## config.mk

```make
export PLATFORM = sky130hd
export DESIGN_NAME = levenshtein_edit_distance_flat
export DESIGN_NICKNAME = d
export VERILOG_FILES = /design/src/sv/led_pkg.sv /design/src/sv/led_if.sv /design/src/sv/led_cell.sv /design/src/sv/levenshtein_edit_distance.sv /design/src/flat_wrapper.sv
export SDC_FILE = /design/constraint.sdc
export NUM_CORES = 2
export LEC_CHECK = 0
export ABC_AREA = 0
export BUFFER_PORTS_ARGS = -buffer_cell sky130_fd_sc_hd__buf_2
export CAP_MARGIN = 0
export CORE_MARGIN = 1.5
export CORE_UTILIZATION = 42
export CTS_CLUSTER_DIAMETER = 30
export DETAILED_ROUTE_END_ITERATION = 7
export HOLD_SLACK_MARGIN = 0.03
export SYNTH_ARGS = -nofsm -noshare
export SYNTH_HDL_FRONTEND = slang
export SYNTH_SLANG_ARGS = --single-unit
```

## constraint.sdc

```tcl
create_clock -name clk -period 5.25 [get_ports clk]
set_input_delay 0 -clock clk [delete_from_list [all_inputs] [get_ports clk]]
set_output_delay 0 -clock clk [all_outputs]
set_load 0.01 [all_outputs]
```

## src/sv/led_pkg.sv

```systemverilog
// Shared types and constants for the edit distance block.
// Depends on nothing; every other file uses it.
`timescale 1ns / 1ps

package led_pkg;

  localparam int MAX_LEN_DEF = 32;
  localparam int DIST_W      = 6;
  localparam int CH_W        = 8;
  localparam int CMD_W       = 2;

  // command codes of the input beat
  typedef enum logic [CMD_W-1:0] {
    CMD_REF_APPEND  = 2'd0,
    CMD_CAND_APPEND = 2'd1,
    CMD_CAND_END    = 2'd2,
    CMD_REF_CLEAR   = 2'd3
  } cmd_t;

  // broadcast control from the head to every cell
  typedef struct packed {
    logic              restart;
    logic              ref_wr;
    logic [DIST_W-1:0] ref_len;
    logic [CH_W-1:0]   ref_ch;
  } cell_ctl_t;

  // wavefront token handed from one cell to the next
  typedef struct packed {
    logic              valid;
    logic [CH_W-1:0]   ch;
    logic [DIST_W-1:0] left;
    logic [DIST_W-1:0] diag;
  } tok_t;

endpackage

```

## src/sv/led_if.sv

```systemverilog
// Valid/ready channel interfaces for the edit distance block.
// Depends on led_pkg for field widths.
`timescale 1ns / 1ps

interface led_req_if;
  logic                     valid;
  logic                     ready;
  logic [led_pkg::CMD_W-1:0] cmd;
  logic [led_pkg::CH_W-1:0]  ch;

  modport source (output valid, cmd, ch, input ready);
  modport sink   (input valid, cmd, ch, output ready);
endinterface

interface led_rsp_if;
  logic                       valid;
  logic                       ready;
  logic [led_pkg::DIST_W-1:0] distance;
  logic                       overflow;

  modport source (output valid, distance, overflow, input ready);
  modport sink   (input valid, distance, overflow, output ready);
endinterface

```

## src/sv/led_cell.sv

```systemverilog
// One cell of the systolic row: holds one reference character and one row entry.
// Depends on led_pkg for the control and token structs.
`timescale 1ns / 1ps

module led_cell #(
  parameter int IDX = 1
) (
  input  logic                       clk,
  input  logic                       rst,
  input  led_pkg::cell_ctl_t         ctl,
  input  led_pkg::tok_t              tok_in,
  output led_pkg::tok_t              tok_out,
  output logic [led_pkg::DIST_W-1:0] dp
);
  import led_pkg::*;

  logic [CH_W-1:0]   ref_ch;
  logic              active;
  logic              is_match;
  logic [DIST_W:0]   up1, left1, diag0, min_m, min_x, v_wide;
  logic [DIST_W-1:0] v;
  logic              tok_valid;
  logic [CH_W-1:0]   tok_ch;
  logic [DIST_W-1:0] tok_left;
  logic [DIST_W-1:0] tok_diag;

  // cell takes part only while its reference position is loaded
  assign active   = DIST_W'(IDX) <= ctl.ref_len;
  assign is_match = ref_ch == tok_in.ch;

  // three-way minimum, on a wider word so that the increment cannot wrap early
  always_comb begin
    up1   = {1'b0, dp} + (DIST_W+1)'(1);
    left1 = {1'b0, tok_in.left} + (DIST_W+1)'(1);
    diag0 = {1'b0, tok_in.diag};
    min_m = (up1 < left1) ? up1 : left1;
    min_m = (min_m < diag0) ? min_m : diag0;
    min_x = (dp < tok_in.left) ? {1'b0, dp} : {1'b0, tok_in.left};
    min_x = (min_x < diag0) ? min_x : diag0;
    v_wide = is_match ? min_m : (min_x + (DIST_W+1)'(1));
    v      = v_wide[DIST_W-1:0];
  end

  // reference character store
  always_ff @(posedge clk) begin
    if (ctl.ref_wr && ctl.ref_len == DIST_W'(IDX - 1)) begin
      ref_ch <= ctl.ref_ch;
    end
  end

  // row entry and token valid
  always_ff @(posedge clk) begin
    if (rst) begin
      dp        <= DIST_W'(IDX);
      tok_valid <= 1'b0;
    end else begin
      tok_valid <= tok_in.valid;
      if (ctl.restart) begin
        dp <= DIST_W'(IDX);
      end else if (tok_in.valid && active) begin
        dp <= v;
      end
    end
  end

  // token payload to the next cell: new entry as left (the held entry when inactive), old entry as diagonal
  always_ff @(posedge clk) begin
    tok_ch   <= tok_in.ch;
    tok_left <= active ? v : dp;
    tok_diag <= dp;
  end

  assign tok_out = '{valid: tok_valid, ch: tok_ch, left: tok_left, diag: tok_diag};

endmodule

```

## src/sv/levenshtein_edit_distance.sv

```systemverilog
// Top level of the edit distance block: command head, cell row and result register.
// Depends on led_pkg, led_if and led_cell.
//
//   channel  modport  beat                   role
//   req      sink     cmd, ch                commands and characters in
//   rsp      source   distance, overflow     one result per end command
//
// A candidate character is taken every cycle; its wave passes one cell per cycle.
// Reference append, end and clear wait until the last wave has left all MAX_LEN
// cells, so they stall while any wave is still inside the row.
// An end command also waits for the result register to be free.
// Reset is synchronous; afterwards the reference is empty and no wait is needed.
`timescale 1ns / 1ps

module levenshtein_edit_distance #(
  parameter int MAX_LEN = led_pkg::MAX_LEN_DEF
) (
  input logic     clk,
  input logic     rst,
  led_req_if.sink   req,
  led_rsp_if.source rsp
);
  import led_pkg::*;

  localparam int LEN_W = $clog2(MAX_LEN + 1);

  logic [LEN_W-1:0]  ref_len;
  logic [LEN_W-1:0]  cand_len;
  logic              ref_over;
  logic              overflow_seen;
  logic              out_valid;
  logic [DIST_W-1:0] out_distance;
  logic              out_overflow;

  logic              busy;
  logic              out_free;
  logic              accept;
  logic              is_cand;
  logic              cand_full;
  logic              ref_full;
  cell_ctl_t         ctl;
  tok_t              chain [0:MAX_LEN];
  logic [DIST_W-1:0] row_val [0:MAX_LEN];

  // handshake: characters flow freely, other commands wait for the row to drain,
  // an end command also for the result register
  assign out_free  = !out_valid || rsp.ready;
  assign is_cand   = req.cmd == CMD_CAND_APPEND;
  assign req.ready = is_cand ? 1'b1
                             : (!busy && (out_free || req.cmd != CMD_CAND_END));
  assign accept    = req.valid && req.ready;
  assign cand_full = cand_len == LEN_W'(MAX_LEN);
  assign ref_full  = ref_len == LEN_W'(MAX_LEN);

  // any wave still inside the row
  always_comb begin
    busy = 1'b0;
    for (int i = 1; i <= MAX_LEN; i++) begin
      busy = busy | chain[i].valid;
    end
  end

  // broadcast control
  assign ctl = '{restart: accept && !is_cand,
                 ref_wr:  accept && req.cmd == CMD_REF_APPEND && !ref_full,
                 ref_len: DIST_W'(ref_len),
                 ref_ch:  req.ch};

  // wave entry: column zero holds the candidate length
  assign chain[0] = '{valid: accept && is_cand && !cand_full,
                      ch:    req.ch,
                      left:  DIST_W'(cand_len) + DIST_W'(1),
                      diag:  DIST_W'(cand_len)};
  assign row_val[0] = DIST_W'(cand_len);

  // cell row
  for (genvar g = 1; g <= MAX_LEN; g++) begin : g_cell
    led_cell #(
      .IDX (g)
    ) u_cell (
      .clk     (clk),
      .rst     (rst),
      .ctl     (ctl),
      .tok_in  (chain[g-1]),
      .tok_out (chain[g]),
      .dp      (row_val[g])
    );
  end

  // command head
  always_ff @(posedge clk) begin
    if (rst) begin
      ref_len       <= '0;
      cand_len      <= '0;
      ref_over      <= 1'b0;
      overflow_seen <= 1'b0;
    end else if (accept) begin
      case (req.cmd)
        CMD_REF_APPEND: begin
          cand_len <= '0;
          if (ref_full) begin
            ref_over      <= 1'b1;
            overflow_seen <= 1'b1;
          end else begin
            ref_len       <= ref_len + LEN_W'(1);
            overflow_seen <= ref_over;
          end
        end
        CMD_CAND_APPEND: begin
          if (cand_full) begin
            overflow_seen <= 1'b1;
          end else begin
            cand_len <= cand_len + LEN_W'(1);
          end
        end
        CMD_CAND_END: begin
          cand_len      <= '0;
          overflow_seen <= ref_over;
        end
        default: begin
          ref_len       <= '0;
          cand_len      <= '0;
          ref_over      <= 1'b0;
          overflow_seen <= 1'b0;
        end
      endcase
    end
  end

  // result register
  always_ff @(posedge clk) begin
    if (rst) begin
      out_valid <= 1'b0;
    end else if (accept && req.cmd == CMD_CAND_END) begin
      out_valid <= 1'b1;
    end else if (rsp.ready) begin
      out_valid <= 1'b0;
    end
  end

  always_ff @(posedge clk) begin
    if (accept && req.cmd == CMD_CAND_END) begin
      out_distance <= row_val[ref_len];
      out_overflow <= overflow_seen;
    end
  end

  assign rsp.valid    = out_valid;
  assign rsp.distance = out_distance;
  assign rsp.overflow = out_overflow;

endmodule
```

## src/flat_wrapper.sv

```systemverilog
// flat-port wrapper written by rule: the top's interface ports become plain ports
module levenshtein_edit_distance_flat import led_pkg::*;
#(
  parameter int MAX_LEN = led_pkg::MAX_LEN_DEF
)
  (clk, rst, req_valid, req_cmd, req_ch, req_ready, rsp_valid, rsp_distance, rsp_overflow, rsp_ready);
  led_req_if req_i ();
  led_rsp_if rsp_i ();
  input logic clk;
  input logic rst;
  input wire logic [$bits(req_i.valid)-1:0] req_valid;
  input wire logic [$bits(req_i.cmd)-1:0] req_cmd;
  input wire logic [$bits(req_i.ch)-1:0] req_ch;
  output wire logic [$bits(req_i.ready)-1:0] req_ready;
  output wire logic [$bits(rsp_i.valid)-1:0] rsp_valid;
  output wire logic [$bits(rsp_i.distance)-1:0] rsp_distance;
  output wire logic [$bits(rsp_i.overflow)-1:0] rsp_overflow;
  input wire logic [$bits(rsp_i.ready)-1:0] rsp_ready;
  assign req_i.valid = req_valid;
  assign req_i.cmd = req_cmd;
  assign req_i.ch = req_ch;
  assign req_ready = req_i.ready;
  assign rsp_valid = rsp_i.valid;
  assign rsp_distance = rsp_i.distance;
  assign rsp_overflow = rsp_i.overflow;
  assign rsp_i.ready = rsp_ready;
  levenshtein_edit_distance #(.MAX_LEN(MAX_LEN)) u_core (.clk(clk), .rst(rst), .req(req_i), .rsp(rsp_i));
endmodule
```

==> reports/qor.txt <==
Pwr Total - 25.0 mW
Post-synthesis sequential area ratio - 33.1%
Fin crit share - 94.3%
Iter 0 DRT Violations - 4719
Worst Hold Class - in2reg
Synth cell types - 109
Leak - 37.2 nW
Clk pin slew, worst setup/hold paths - 40 ps
Most common cell in the netlist - dfxtp_1
Synth top area cells - dfxtp_1 23%, ha_1 13%, edfxtp_1 10%, xnor2_1 5.2%, mux2i_1 4.3%
GPL Wtd Cong - 0.941
Area of the mapped netlist - 75700 sq um
# rows - 155
Setup Skew - 69.9 ps
Htree depth - 4
Net switching power - 5.78 mW
Die span in x - 428 microns
Crit path DAT - 5630 ps
Worst-Skew Late Latency - 860 ps
Initial antenna violation count - 6
Worst-margin pin slew - 1190 ps
Clock root buffer - clkbuf_16
Die Span Y - 428 microns
Post-CTS Setup Inserts - 0
DRT Pass-1 Iters - 5
Dpl hpwl - 177000 microns
Maxcap violations - 0
Flop pwr share - 36.2%
Slew headroom - 19.8%
Vias/cell - 5.71
Maximum VDD drop - 0.000349 V
Largest net degree at the start of global routing - 57
Async set-reset flop share out of synthesis - 0%
Non-Filler Instances - 11200
CP Capture Type - flip-flop
Yosys warns - 0
Max frequency - 202 MHz
Share of cells above drive strength 1 - 13.5%
Area of the multi-input gates - 47500 sq um
CTS Sinks - 1122
Cell taking the most area after synthesis - dfxtp_1
P_int - 19.2 mW
Post-route ant nets - 0
Final Hold Fails - 0
Die area - 183000 sq um
Top cell type's share of synthesized area - 22.7%
Post-Syn Instances - 8371
First-pass GRT wire length - 358000 microns
CP Launch Type - flip-flop
Max Buffers Root-to-Sink - 3
Combinational power share - 2.5%
Final WL - 231000 microns
Fillcell total - 16600
Most frequent cells after synthesis - 859 x dfxtp_1, 789 x nand2_1, 777 x ha_1
DR vias - 64000
Avg Inst Size Synth - 9.04 sq um
Number of global-route vias before repair - 62300
Final Setup Violations - 0
Area post-placement - 79700 sq um
Pwr dens - 282 nW/um^2
Fin. max-slew vios - 0
Core area - 179000 sq um
I/O Pins - 23
Synth Register Bits - 1122
Reg area - 25100 sq um
Sw Share - 23.1%
Worst-path maximum fanout - 11
Predominant post-synthesis flop cell - dfxtp_1
Final min period - 4950 ps
Sum of negative setup slack - 0 ps
Total global routing overflow - 0
Crit path kind - reg2reg
Post-synth net total - 9162
Final nets - 9432
Status - finished, final reports clean
CTS tree - built
Design area - 88400 sq um
Num CTS Buffers - 233
Total GRT Usage - 24.7%
IO Port Bufs - 22
Initial core utilization - 42.3%
Synthesis-to-layout area growth - 16.8%
EDFF count, synth - 263
# placed instances - 10700
Clock power share - 61.3%
WP data required - 5920 ps
Final core utilization - 49.5%
RSZ-0062 raised after global routing - no
Routed len/inst - 20.6 microns
Remaining DRCs - 0
-- final cells by class --
class | instances | share of cell area, %
Clock inverter | 179 | 2.52
Tap cell | 2355 | 3.33
Multi-Input combinational cell | 6412 | 53.7
Clock buffer | 267 | 7.06
Sequential cell | 1122 | 28.4
Inverter | 577 | 2.45
Timing Repair Buffer | 295 | 2.52
Antenna cell | 4 | 0.0113
-- sequential cells by signal, summed over array words and instances, names as in the netlist --
register	count
u_core.g_cell.u_cell.ref_ch	256
u_core.g_cell.u_cell.tok_ch	248
u_core.g_cell.u_cell.dp	192
u_core.g_cell.u_cell.tok_diag	186
u_core.g_cell.u_cell.tok_left	186
u_core.g_cell.u_cell.tok_valid	32
u_core.cand_len	6
u_core.ref_len	6
u_core.rsp.distance	6
u_core.overflow_seen	1
u_core.ref_over	1
u_core.rsp.overflow	1
u_core.rsp.valid	1
-- cells by family after synthesis --
| family | count (synthesis) | synth area share [%] |
|---|---|---|
| AO/OA/AOI/OAI | 1923 | 17.0 |
| XOR/XNOR | 674 | 7.80 |
| adder cells (fa/ha/maj) | 777 | 12.8 |
| buffers and inverters | 837 | 4.25 |
| flip-flops | 1122 | 33.1 |
| multiplexers | 618 | 9.51 |
| AND/OR/NAND/NOR | 2420 | 15.5 |
-- stage by stage --
| step | hold slack (ps) | worst slack (ps) |
|---|---|---|
| floorplan | 27.7 | 283 |
| global placement | 351 | 242 |
| detailed placement | 354 | 109 |
| CTS | 170 | 81.3 |
| global route | 238 | 11.6 |
| finish | 220 | 298 |
-- final timing paths --
| check | from | slack, ps | endpoint | cells after the start |
|---|---|---|---|---|
| worst min register to register | u_core.g_cell[3].u_cell.tok_ch[5] | 350 | u_core.g_cell[4].u_cell.tok_ch[5] | 0 |
| worst max-delay path | u_core.g_cell[30].u_cell.dp[2] | 300 | u_core.g_cell[30].u_cell.dp[4] | 15 |
| worst max register to register | u_core.g_cell[30].u_cell.dp[2] | 300 | u_core.g_cell[30].u_cell.dp[4] | 15 |
| worst min-delay path | rst | 220 | u_core.cand_len[3] | 3 |
-- routing by layer --
| metal | global-route usage, % | up-vias | part of all wire [%] |
|---|---|---|---|
| met5 | 0 | - | 0.0056 |
| met4 | 7.72 | 2 | 2.8 |
| met3 | 3.50 | 391 | 5.4 |
| met2 | 41.2 | 1749 | 47 |
| met1 | 32.8 | 30800 | 45 |
| li1 | - | 31100 | - |
-- critical path, stage by stage, from the launching register on --
cell	delay [ps]
dfxtp_1	580
nand2_1	140
or2_2	330
xnor2_1	230
ha_1	300
a2111o_1	450
o21ai_0	420
mux2i_1	360
ha_1	280
and3_1	150
and3_1	180
o211ai_1	80
and4_1	430
mux2_2	380
o31ai_1	360
o21ai_0	140
-- cells in the final DEF, fill, tap and decap left out, types with 263 or more instances in the layout --
master,instances
nand3_1,409
xnor2_1,447
o21ai_0,465
dfxtp_1,848
edfxtp_1,263
ha_1,777
nand2_1,789
nor2_1,419
inv_1,577
a21oi_1,505
mux2i_1,323
-- repair_timing --
| item | in CTS | in global routing |
|---|---|---|
| hold endpoints to repair | 302 | 0 |
| setup endpoints to repair | 0 | 22 |
| resized for setup | 0 | 16 |
| hold buffers | 16 | 0 |
-- power by group through the flow --
stage	Sequential, mW	Combinational (mW)	Clock (mW)
final	9.05	0.623	15.3
after global routing	9.05	0.668	15.9
after CTS	9.05	0.615	15.5
after detailed placement	9.22	0.602	0
after global placement	9.22	0.595	0
after floorplan	9.18	0.390	0
Note: power is estimated with default switching activity, not from simulation.
